### src/hdl/fmrws_pkg.sv
// Package with shared constants, types and single-precision arithmetic functions.
package fmrws_pkg;

  localparam int unsigned MAX_HEADS  = 64;
  localparam int unsigned VEC_LEN    = 128;
  localparam int unsigned CHUNKS     = VEC_LEN / 8;
  localparam int unsigned HEAD_W     = $clog2(MAX_HEADS);
  localparam int unsigned CHUNK_W    = $clog2(CHUNKS);
  localparam int unsigned HCNT_W     = $clog2(MAX_HEADS + 1);
  localparam int unsigned QADDR_W    = HEAD_W + CHUNK_W;
  localparam int unsigned NH_RESET   = 64;
  localparam logic [31:0] CANON_NAN  = 32'h7FC0_0000;
  localparam logic [31:0] POS_ZERO   = 32'h0000_0000;

  typedef enum logic [1:0] {
    OP_QUERY  = 2'd0,
    OP_WEIGHT = 2'd1,
    OP_KEY    = 2'd2,
    OP_NONE   = 2'd3
  } fmrws_op_e;

  typedef enum logic [3:0] {
    ST_IDLE,
    ST_HEAD,
    ST_LOAD,
    ST_MAC,
    ST_WR,
    ST_FIN_START,
    ST_FHEAD,
    ST_FLOAD,
    ST_FADD,
    ST_SCALE
  } fmrws_state_e;

  typedef struct packed {
    logic              load_q;
    logic              load_w;
    logic              latch_key;
    logic              clr_valid;
    logic              rd;
    logic              acc_load;
    logic              mul_elem;
    logic              add_acc;
    logic              wr_dot;
    logic              sum_clr;
    logic              mul_fin;
    logic              add_sum;
    logic              mul_scale;
    logic [HEAD_W-1:0] head;
    logic [2:0]        elem;
  } fmrws_cmd_t;

  typedef struct packed {
    logic out_full;
  } fmrws_status_t;

  // Rounds a significand with its leading one at bit 26 (three extra low bits) and packs it.
  function automatic logic [31:0] fp_round_pack(input logic s, input logic signed [11:0] ex,
                                                input logic [26:0] m);
    logic signed [11:0] d;
    logic [5:0]         shc;
    logic [53:0]        t;
    logic [26:0]        mm;
    logic signed [11:0] exn;
    logic               inc;
    logic [24:0]        rnd;
    logic signed [11:0] ef;
    logic [22:0]        frac;
    mm  = m;
    exn = ex;
    d   = 12'sd1 - ex;
    shc = 6'd0;
    t   = '0;
    if (ex < 12'sd1) begin
      shc = (d > 12'sd28) ? 6'd28 : d[5:0];
      t   = {m, 27'b0} >> shc;
      mm  = {t[53:28], t[27] | (|t[26:0])};
      exn = 12'sd1;
    end
    inc = mm[2] & (mm[3] | mm[1] | mm[0]);
    rnd = {1'b0, mm[26:3]} + {24'b0, inc};
    if (rnd[24]) begin
      ef   = exn + 12'sd1;
      frac = '0;
    end else begin
      ef   = rnd[23] ? exn : 12'sd0;
      frac = rnd[22:0];
    end
    if (ef >= 12'sd255) return {s, 8'hFF, 23'b0};
    return {s, ef[7:0], frac};
  endfunction

  function automatic logic [31:0] fp_mul(input logic [31:0] a, input logic [31:0] b);
    logic               s;
    logic               a_nan, b_nan, a_inf, b_inf, a_zero, b_zero;
    logic [23:0]        ma, mb;
    logic [7:0]         ea, eb;
    logic [47:0]        p;
    logic [47:0]        pr;
    logic [47:0]        mask;
    logic [5:0]         k;
    logic [5:0]         sh;
    logic [26:0]        m27;
    logic signed [11:0] ex;
    s      = a[31] ^ b[31];
    a_nan  = (a[30:23] == 8'hFF) && (a[22:0] != '0);
    b_nan  = (b[30:23] == 8'hFF) && (b[22:0] != '0);
    a_inf  = (a[30:23] == 8'hFF) && (a[22:0] == '0);
    b_inf  = (b[30:23] == 8'hFF) && (b[22:0] == '0);
    a_zero = (a[30:0] == '0);
    b_zero = (b[30:0] == '0);
    if (a_nan || b_nan || (a_inf && b_zero) || (b_inf && a_zero)) return CANON_NAN;
    if (a_inf || b_inf) return {s, 8'hFF, 23'b0};
    if (a_zero || b_zero) return {s, 31'b0};
    ma = {a[30:23] != 8'd0, a[22:0]};
    mb = {b[30:23] != 8'd0, b[22:0]};
    ea = (a[30:23] == 8'd0) ? 8'd1 : a[30:23];
    eb = (b[30:23] == 8'd0) ? 8'd1 : b[30:23];
    p  = ma * mb;
    k  = '0;
    for (int i = 0; i < 48; i++) begin
      if (p[i]) k = 6'(i);
    end
    ex = $signed({4'b0, ea}) + $signed({4'b0, eb}) + $signed({6'b0, k}) - 12'sd173;
    if (k >= 6'd26) begin
      sh   = k - 6'd26;
      pr   = p >> sh;
      mask = (48'd1 << sh) - 48'd1;
      m27  = pr[26:0] | {26'b0, |(p & mask)};
    end else begin
      sh  = 6'd26 - k;
      pr  = p << sh;
      m27 = pr[26:0];
    end
    return fp_round_pack(s, ex, m27);
  endfunction

  function automatic logic [31:0] fp_add(input logic [31:0] a, input logic [31:0] b);
    logic               a_nan, b_nan, a_inf, b_inf;
    logic [31:0]        x, y;
    logic [7:0]         e1, e2;
    logic [7:0]         dd;
    logic [5:0]         shc;
    logic [26:0]        m1, m2;
    logic [53:0]        t;
    logic [26:0]        m2s;
    logic [27:0]        r;
    logic [27:0]        rl;
    logic [4:0]         k;
    logic [26:0]        m27;
    logic signed [11:0] ex;
    a_nan = (a[30:23] == 8'hFF) && (a[22:0] != '0);
    b_nan = (b[30:23] == 8'hFF) && (b[22:0] != '0);
    a_inf = (a[30:23] == 8'hFF) && (a[22:0] == '0);
    b_inf = (b[30:23] == 8'hFF) && (b[22:0] == '0);
    if (a_nan || b_nan || (a_inf && b_inf && (a[31] != b[31]))) return CANON_NAN;
    if (a_inf) return a;
    if (b_inf) return b;
    if ((a[30:0] == '0) && (b[30:0] == '0)) return {a[31] & b[31], 31'b0};
    if (a[30:0] < b[30:0]) begin
      x = b;
      y = a;
    end else begin
      x = a;
      y = b;
    end
    e1  = (x[30:23] == 8'd0) ? 8'd1 : x[30:23];
    e2  = (y[30:23] == 8'd0) ? 8'd1 : y[30:23];
    m1  = {x[30:23] != 8'd0, x[22:0], 3'b0};
    m2  = {y[30:23] != 8'd0, y[22:0], 3'b0};
    dd  = e1 - e2;
    shc = (dd > 8'd28) ? 6'd28 : dd[5:0];
    t   = {m2, 27'b0} >> shc;
    m2s = {t[53:28], t[27] | (|t[26:0])};
    if (x[31] == y[31]) r = {1'b0, m1} + {1'b0, m2s};
    else                r = {1'b0, m1} - {1'b0, m2s};
    if (r == '0) return POS_ZERO;
    k = '0;
    for (int i = 0; i < 28; i++) begin
      if (r[i]) k = 5'(i);
    end
    ex = $signed({4'b0, e1}) + $signed({7'b0, k}) - 12'sd26;
    if (k == 5'd27) begin
      m27 = {r[27:2], r[1] | r[0]};
    end else begin
      rl  = r << (5'd26 - k);
      m27 = rl[26:0];
    end
    return fp_round_pack(x[31], ex, m27);
  endfunction

  // Exact widening of an e4m3fn byte to single precision.
  function automatic logic [31:0] fp8_to_fp32(input logic [7:0] v);
    logic        s;
    logic [3:0]  e;
    logic [2:0]  m;
    logic [7:0]  eb;
    s  = v[7];
    e  = v[6:3];
    m  = v[2:0];
    eb = {4'b0, e} + 8'd120;
    if ((e == 4'hF) && (m == 3'h7)) return CANON_NAN;
    if (e != 4'd0) return {s, eb, m, 20'b0};
    if (m == 3'd0) return {s, 31'b0};
    if (m[2])      return {s, 8'd120, m[1:0], 21'b0};
    if (m[1])      return {s, 8'd119, m[0], 22'b0};
    return {s, 8'd118, 23'b0};
  endfunction

endpackage

### src/hdl/fmrws_ctrl.sv
// Controller state machine sequencing loads, per-head MACs and the final weighted sum.
module fmrws_ctrl (
  input  logic                      clk_i,
  input  logic                      rst_ni,
  input  logic                      in_valid_i,
  output logic                      in_ready_o,
  input  logic [1:0]                opcode_i,
  input  logic [3:0]                chunk_i,
  input  logic [5:0]                head_i,
  input  logic [6:0]                active_heads_i,
  input  fmrws_pkg::fmrws_status_t  status_i,
  output fmrws_pkg::fmrws_cmd_t     cmd_o
);
  import fmrws_pkg::*;

  fmrws_state_e      state_q, state_d;
  logic [HCNT_W-1:0] h_q, h_d;
  logic [HCNT_W-1:0] nh_q, nh_d;
  logic [3:0]        e_q, e_d;
  logic              last_q, last_d;
  logic              accept;
  logic              chunk_ok;
  logic              head_ok;

  assign accept   = in_valid_i && in_ready_o;
  assign chunk_ok = {1'b0, chunk_i} < 5'(CHUNKS);
  assign head_ok  = {1'b0, head_i} < 7'(MAX_HEADS);

  always_ff @(posedge clk_i or negedge rst_ni) begin
    if (!rst_ni) begin
      state_q <= ST_IDLE;
      h_q     <= '0;
      nh_q    <= '0;
      e_q     <= '0;
      last_q  <= 1'b0;
    end else begin
      state_q <= state_d;
      h_q     <= h_d;
      nh_q    <= nh_d;
      e_q     <= e_d;
      last_q  <= last_d;
    end
  end

  always_comb begin
    state_d    = state_q;
    h_d        = h_q;
    nh_d       = nh_q;
    e_d        = e_q;
    last_d     = last_q;
    in_ready_o = 1'b0;
    cmd_o      = '0;
    cmd_o.head = h_q[HEAD_W-1:0];
    cmd_o.elem = e_q[2:0];
    unique case (state_q)
      ST_IDLE: begin
        in_ready_o = 1'b1;
        if (accept && chunk_ok) begin
          priority if (opcode_i == OP_QUERY) begin
            cmd_o.load_q = head_ok;
          end else if (opcode_i == OP_WEIGHT) begin
            cmd_o.load_w = head_ok;
          end else if (opcode_i == OP_KEY) begin
            cmd_o.latch_key = 1'b1;
            cmd_o.clr_valid = (chunk_i == '0);
            h_d     = '0;
            nh_d    = (active_heads_i > 7'(MAX_HEADS)) ? HCNT_W'(MAX_HEADS)
                                                       : HCNT_W'(active_heads_i);
            last_d  = ({1'b0, chunk_i} == 5'(CHUNKS - 1));
            state_d = ST_HEAD;
          end else begin
            state_d = ST_IDLE;
          end
        end
      end
      ST_HEAD: begin
        if (h_q == nh_q) begin
          state_d = last_q ? ST_FIN_START : ST_IDLE;
        end else begin
          cmd_o.rd = 1'b1;
          state_d  = ST_LOAD;
        end
      end
      ST_LOAD: begin
        cmd_o.acc_load = 1'b1;
        e_d            = '0;
        state_d        = ST_MAC;
      end
      ST_MAC: begin
        // The product of one element is added in the cycle after it is formed.
        cmd_o.mul_elem = (e_q != 4'd8);
        cmd_o.add_acc  = (e_q != 4'd0);
        if (e_q == 4'd8) state_d = ST_WR;
        else e_d = e_q + 4'd1;
      end
      ST_WR: begin
        cmd_o.wr_dot = 1'b1;
        h_d          = h_q + 1'b1;
        state_d      = ST_HEAD;
      end
      ST_FIN_START: begin
        cmd_o.sum_clr = 1'b1;
        h_d           = '0;
        state_d       = ST_FHEAD;
      end
      ST_FHEAD: begin
        if (h_q == nh_q) begin
          state_d = ST_SCALE;
        end else begin
          cmd_o.rd = 1'b1;
          state_d  = ST_FLOAD;
        end
      end
      ST_FLOAD: begin
        cmd_o.mul_fin = 1'b1;
        state_d       = ST_FADD;
      end
      ST_FADD: begin
        cmd_o.add_sum = 1'b1;
        h_d           = h_q + 1'b1;
        state_d       = ST_FHEAD;
      end
      ST_SCALE: begin
        if (!status_i.out_full) begin
          cmd_o.mul_scale = 1'b1;
          state_d         = ST_IDLE;
        end
      end
      default: state_d = ST_IDLE;
    endcase
  end

`ifndef NO_ASSERTIONS
  a_head_bound: assert property (@(posedge clk_i) disable iff (!rst_ni)
    (state_q != ST_IDLE) |-> (h_q <= nh_q))
    else $error("head counter ran past head count");
  a_elem_bound: assert property (@(posedge clk_i) disable iff (!rst_ni)
    (state_q == ST_MAC) |-> (e_q <= 4'd8))
    else $error("element counter out of range");
  a_nh_bound: assert property (@(posedge clk_i) disable iff (!rst_ni)
    nh_q <= HCNT_W'(MAX_HEADS))
    else $error("head count not saturated");
  a_scale_last: assert property (@(posedge clk_i) disable iff (!rst_ni)
    cmd_o.mul_scale |-> last_q)
    else $error("score produced for a chunk that is not the last");
`endif

endmodule

### config.mk
export PLATFORM = sky130hd
export DESIGN_NAME = fmrws_ctrl
export DESIGN_NICKNAME = d
export VERILOG_FILES = /design/src/hdl/fmrws_pkg.sv /design/src/hdl/fmrws_ctrl.sv
export SDC_FILE = /design/constraint.sdc
export NUM_CORES = 1
export LEC_CHECK = 0
export BUFFER_PORTS_ARGS = -buffer_cell sky130_fd_sc_hd__buf_4
export CELL_PAD_IN_SITES_DETAIL_PLACEMENT = 1
export CELL_PAD_IN_SITES_GLOBAL_PLACEMENT = 2
export CORE_UTILIZATION = 32
export CTS_BUF_LIST = sky130_fd_sc_hd__clkbuf_4 sky130_fd_sc_hd__clkbuf_8
export DETAILED_ROUTE_END_ITERATION = 10
export PLACE_DENSITY_LB_ADDON = 0.1
export SLEW_MARGIN = 30
export SYNTH_ARGS = -nofsm -noshare
export SYNTH_HDL_FRONTEND = slang
export SYNTH_SLANG_ARGS = --single-unit
### constraint.sdc
create_clock -name clk_i -period 2.1 [get_ports clk_i]
set_clock_uncertainty 0.1 [all_clocks]
set_input_delay 0.525 -clock clk_i [delete_from_list [all_inputs] [get_ports clk_i]]
set_output_delay 0.525 -clock clk_i [all_outputs]
set_load 0.01 [all_outputs]
==> results.json <==
{
  "status": "finished with violations",
  "violations": "setup timing",
  "power.clock.fraction_pct": 10.8,
  "min-delay-path-class": "primary input to async pin",
  "die-width_um": 73.9,
  "clock_buffer_depth": 2,
  "floorplan.initialDensity_pct": 34.1,
  "synth_nets": 196,
  "io_buffers": 39,
  "fin_tns_setup_ns": -0.216,
  "detailed_place.area_mm2": 0.00199,
  "synth-seq-area-share_pct": 34.8,
  "timing.final.setup_violations": 5,
  "synthDistinctLibCells": 55,
  "wl_um": 4350,
  "route.antenna.remaining_nets": 0,
  "power.density_cell_area_mw_per_mm2": 1240,
  "clock_sinks": 23,
  "ys_top_cells_by_count": "23 x sky130_fd_sc_hd__dfrtp_1, 13 x sky130_fd_sc_hd__inv_1, 10 x sky130_fd_sc_hd__buf_4",
  "routed-wl-met2_um": 2290,
  "layoutNonFillerInstCount": 283,
  "fraction_of_synthesized_cell_area_taken_by_the_top_area_cell_type_pct": 34.8,
  "detail_route.first_pass.iterations": 3,
  "vias_per_cell": 5.02,
  "yosys.area.top_type": "sky130_fd_sc_hd__dfrtp_1",
  "areaGrowthSynthToFinish_pct": 30.3,
  "num_io_pins": 46,
  "syn_area_per_cell_um2": 9.73,
  "synth_edf_count": 0,
  "routed.top_layer": "met4",
  "design.die.area_mm2": 0.00546,
  "internal_power_w": 0.00157,
  "tritoncts": "done",
  "grt_start_max_net_pins": 24,
  "cap_violations": 0,
  "setup_slack_ns": -0.0571,
  "route.detailed.wl_per_inst_um": 15.4,
  "syn-instance-count": 170,
  "num-nets-final": 243,
  "layout_worst_path_cycle_share_pct": 103,
  "reg2reg_setup_slack_ns": 0.23,
  "mappedNetlistArea_mm2": 0.00165,
  "clk_pin_slew_worst_paths_ns": 0.09,
  "setup.worst_path.start_class": "register",
  "post-place-ws_ns": 0.152,
  "clock_insertion_delay_worst_skew_ns": 0.28,
  "critPathRequiredTime_ns": 1.47,
  "timing.critical_path.max_delay_family": "simple AND/OR/NAND/NOR gates",
  "post_route_cells_drive_above_1_share_pct": 44.9,
  "worst-r2r-cell-count": 5,
  "wire_length_the_detailed_router_placed_on_met1_um": 1880,
  "antenna_found_initial": 0,
  "iteration_0_drc_markers": 39,
  "filler_cell_count": 572,
  "met3_wirelength_um": 122,
  "yosys_warnings": 0,
  "clockRootBuffer": "sky130_fd_sc_hd__clkbuf_8",
  "dp_cells": 271,
  "top_ff_cell_synth": "sky130_fd_sc_hd__dfrtp_1",
  "drc": 0,
  "cp.arrival_ns": 1.53,
  "leakage_nw": 1.02,
  "timing.critical_path.cells": "buf_4 > and4bb_4 > and2_4 > buf_4",
  "final-max-slew-violation-count": 0,
  "die-height_um": 73.9,
  "critPathSlowestCell": "sky130_fd_sc_hd__dfrtp_2",
  "grt_pass1_wl_um": 7320,
  "grt_usage_pct": 18.0,
  "critPathMaxFanout": 11,
  "tritoncts_buffers": 3,
  "final_hold_viol_count": 0,
  "crit_buf_inv": 2,
  "slew_headroom_pct": 66.8,
  "routed-via-count": 1420,
  "power.switching_fraction_pct": 41.1,
  "sequentialPowerShare_pct": 31.8,
  "cts.htree.levels": 1,
  "timing_worst_slew_pin_value_ns": 0.497,
  "vdd_ir_drop_max_mv": 0.425,
  "path_common_cell": "sky130_fd_sc_hd__buf_4",
  "max_stage_delay_ns": 0.44,
  "synth_seq_cells": 23,
  "power.switching_w": 0.00110,
  "setup_repair_after_global_routing_missed_its_margin": "yes",
  "regToRegStartpoint": "state_q[2]",
  "synthArstFlopShare_pct": 100,
  "dpl.hpwl_um": 3270,
  "grt_overflow": 0,
  "power_w": 0.00267,
  "critical_path.endpoint_type": "primary output",
  "final_area_mm2": 0.00216,
  "std_cell_rows": 25,
  "timing.setup.critical_path_class": "register to primary output",
  "grt_pass1_vias": 1509,
  "timing.fmax_mhz": 464,
  "timing.final.crit_period_ns": 2.16,
  "power.combinational.fraction_pct": 57.3,
  "design.core.area_mm2": 0.00485,
  "post-synth-top-count-cell": "sky130_fd_sc_hd__dfrtp_1",
  "insertedDiodeCount": 0,
  "post_synth_main_area_contributors": "sky130_fd_sc_hd__dfrtp_1 35%, sky130_fd_sc_hd__buf_4 4.5%, sky130_fd_sc_hd__xnor2_1 3.7%, sky130_fd_sc_hd__inv_1 3.0%, sky130_fd_sc_hd__nand3b_1 2.7%",
  "critical_path.reg2reg.endpoint": "h_q[5]",
  "gp_congestion": 0.746
}
==> metrics by stage <==
step	hold WS, ns	utilization [%]
finish	0.0288	44.5
global route	0.0432	44.5
CTS	0.0413	43.5
detailed placement	0.348	41.1
global placement	0.339	41.1
floorplan	0.129	-
==> registers in the layout, summed over array words and instances, names as in the netlist <==
register / flops
nh_q: 7
h_q: 7
last_q: 1
e_q: 4
state_q: 4
==> cell families after synthesis <==
group                      Yosys count  share of synthesized area (%)
xor gates and xnor gates            10                           5.30
AOI/OAI and AO/OA                   29                           14.0
adders and majority gates            3                           2.27
buffers and inverters               31                           11.6
and+or+nand+nor                     68                           27.9
muxes                                6                           4.08
DFF                                 23                           34.8
==> power groups by stage <==
stage / clock [W] / combinational, W / sequential (W)
4_1_cts: 0.000301 / 0.00150 / 0.000833
3_5_place_dp: 0 / 0.00142 / 0.000833
3_3_place_gp: 0 / 0.00137 / 0.000826
6_report: 0.000289 / 0.00153 / 0.000849
5_1_grt: 0.000329 / 0.00171 / 0.000875
2_1_floorplan: 0 / 0.00108 / 0.000749
==> area by class of cell <==
cell class	count	area [um^2]	share of cell area, %
Clock buffer	3	41.3	1.92
Timing Repair Buffer	60	454	21.1
Clock inverter	1	5.00	0.232
Multi-Input combinational cell	116	938	43.5
Tap cell	67	83.8	3.89
Sequential cell	23	584	27.1
Inverter	13	48.8	2.26
==> worst max-delay path by stage <==
stage | start | endpoint | slack, ns | cells past startpoint
after floorplan | state_q[2] | cmd_o[18] | 0.02 | 5
after global placement | state_q[3] | cmd_o[11] | 0.18 | 5
after detailed placement | state_q[3] | cmd_o[11] | 0.15 | 5
after CTS | state_q[3] | cmd_o[15] | -0.05 | 4
after global routing | state_q[3] | cmd_o[14] | -0.12 | 4
final | state_q[3] | cmd_o[15] | -0.06 | 4
==> cells in the final DEF (no fill, tap or decap), types with 3 or more instances in the layout <==
master and count:
sky130_fd_sc_hd__buf_4 59, sky130_fd_sc_hd__dfrtp_1 16, sky130_fd_sc_hd__inv_1 12, sky130_fd_sc_hd__nor3_1 8
sky130_fd_sc_hd__nor2_1 7, sky130_fd_sc_hd__dfrtp_2 7, sky130_fd_sc_hd__nand3b_1 6, sky130_fd_sc_hd__xnor2_1 5
sky130_fd_sc_hd__nand2_1 5, sky130_fd_sc_hd__a211o_1 5, sky130_fd_sc_hd__and3_1 4, sky130_fd_sc_hd__nand2b_1 4
sky130_fd_sc_hd__o21ai_1 4, sky130_fd_sc_hd__nand4_1 3, sky130_fd_sc_hd__mux2i_1 3, sky130_fd_sc_hd__nor3b_1 3
sky130_fd_sc_hd__nand3_1 3, sky130_fd_sc_hd__xor2_1 3, sky130_fd_sc_hd__ha_1 3, sky130_fd_sc_hd__clkbuf_8 3
==> what timing repair did <==
item	4_1_cts	5_1_grt
setup endpoints to repair	11	9
setup buffers	5	3
pin swaps	3	2
hold buffers	0	0
gates resized for setup	13	5
==> layer usage <==
metal / global-route usage (%) / up-vias
met5: 0 / -
met4: 5.98 / 0
met3: 2.61 / 5
met2: 32.7 / 22
met1: 21.4 / 701
li1: - / 692
(Power assumes the default switching activity.)
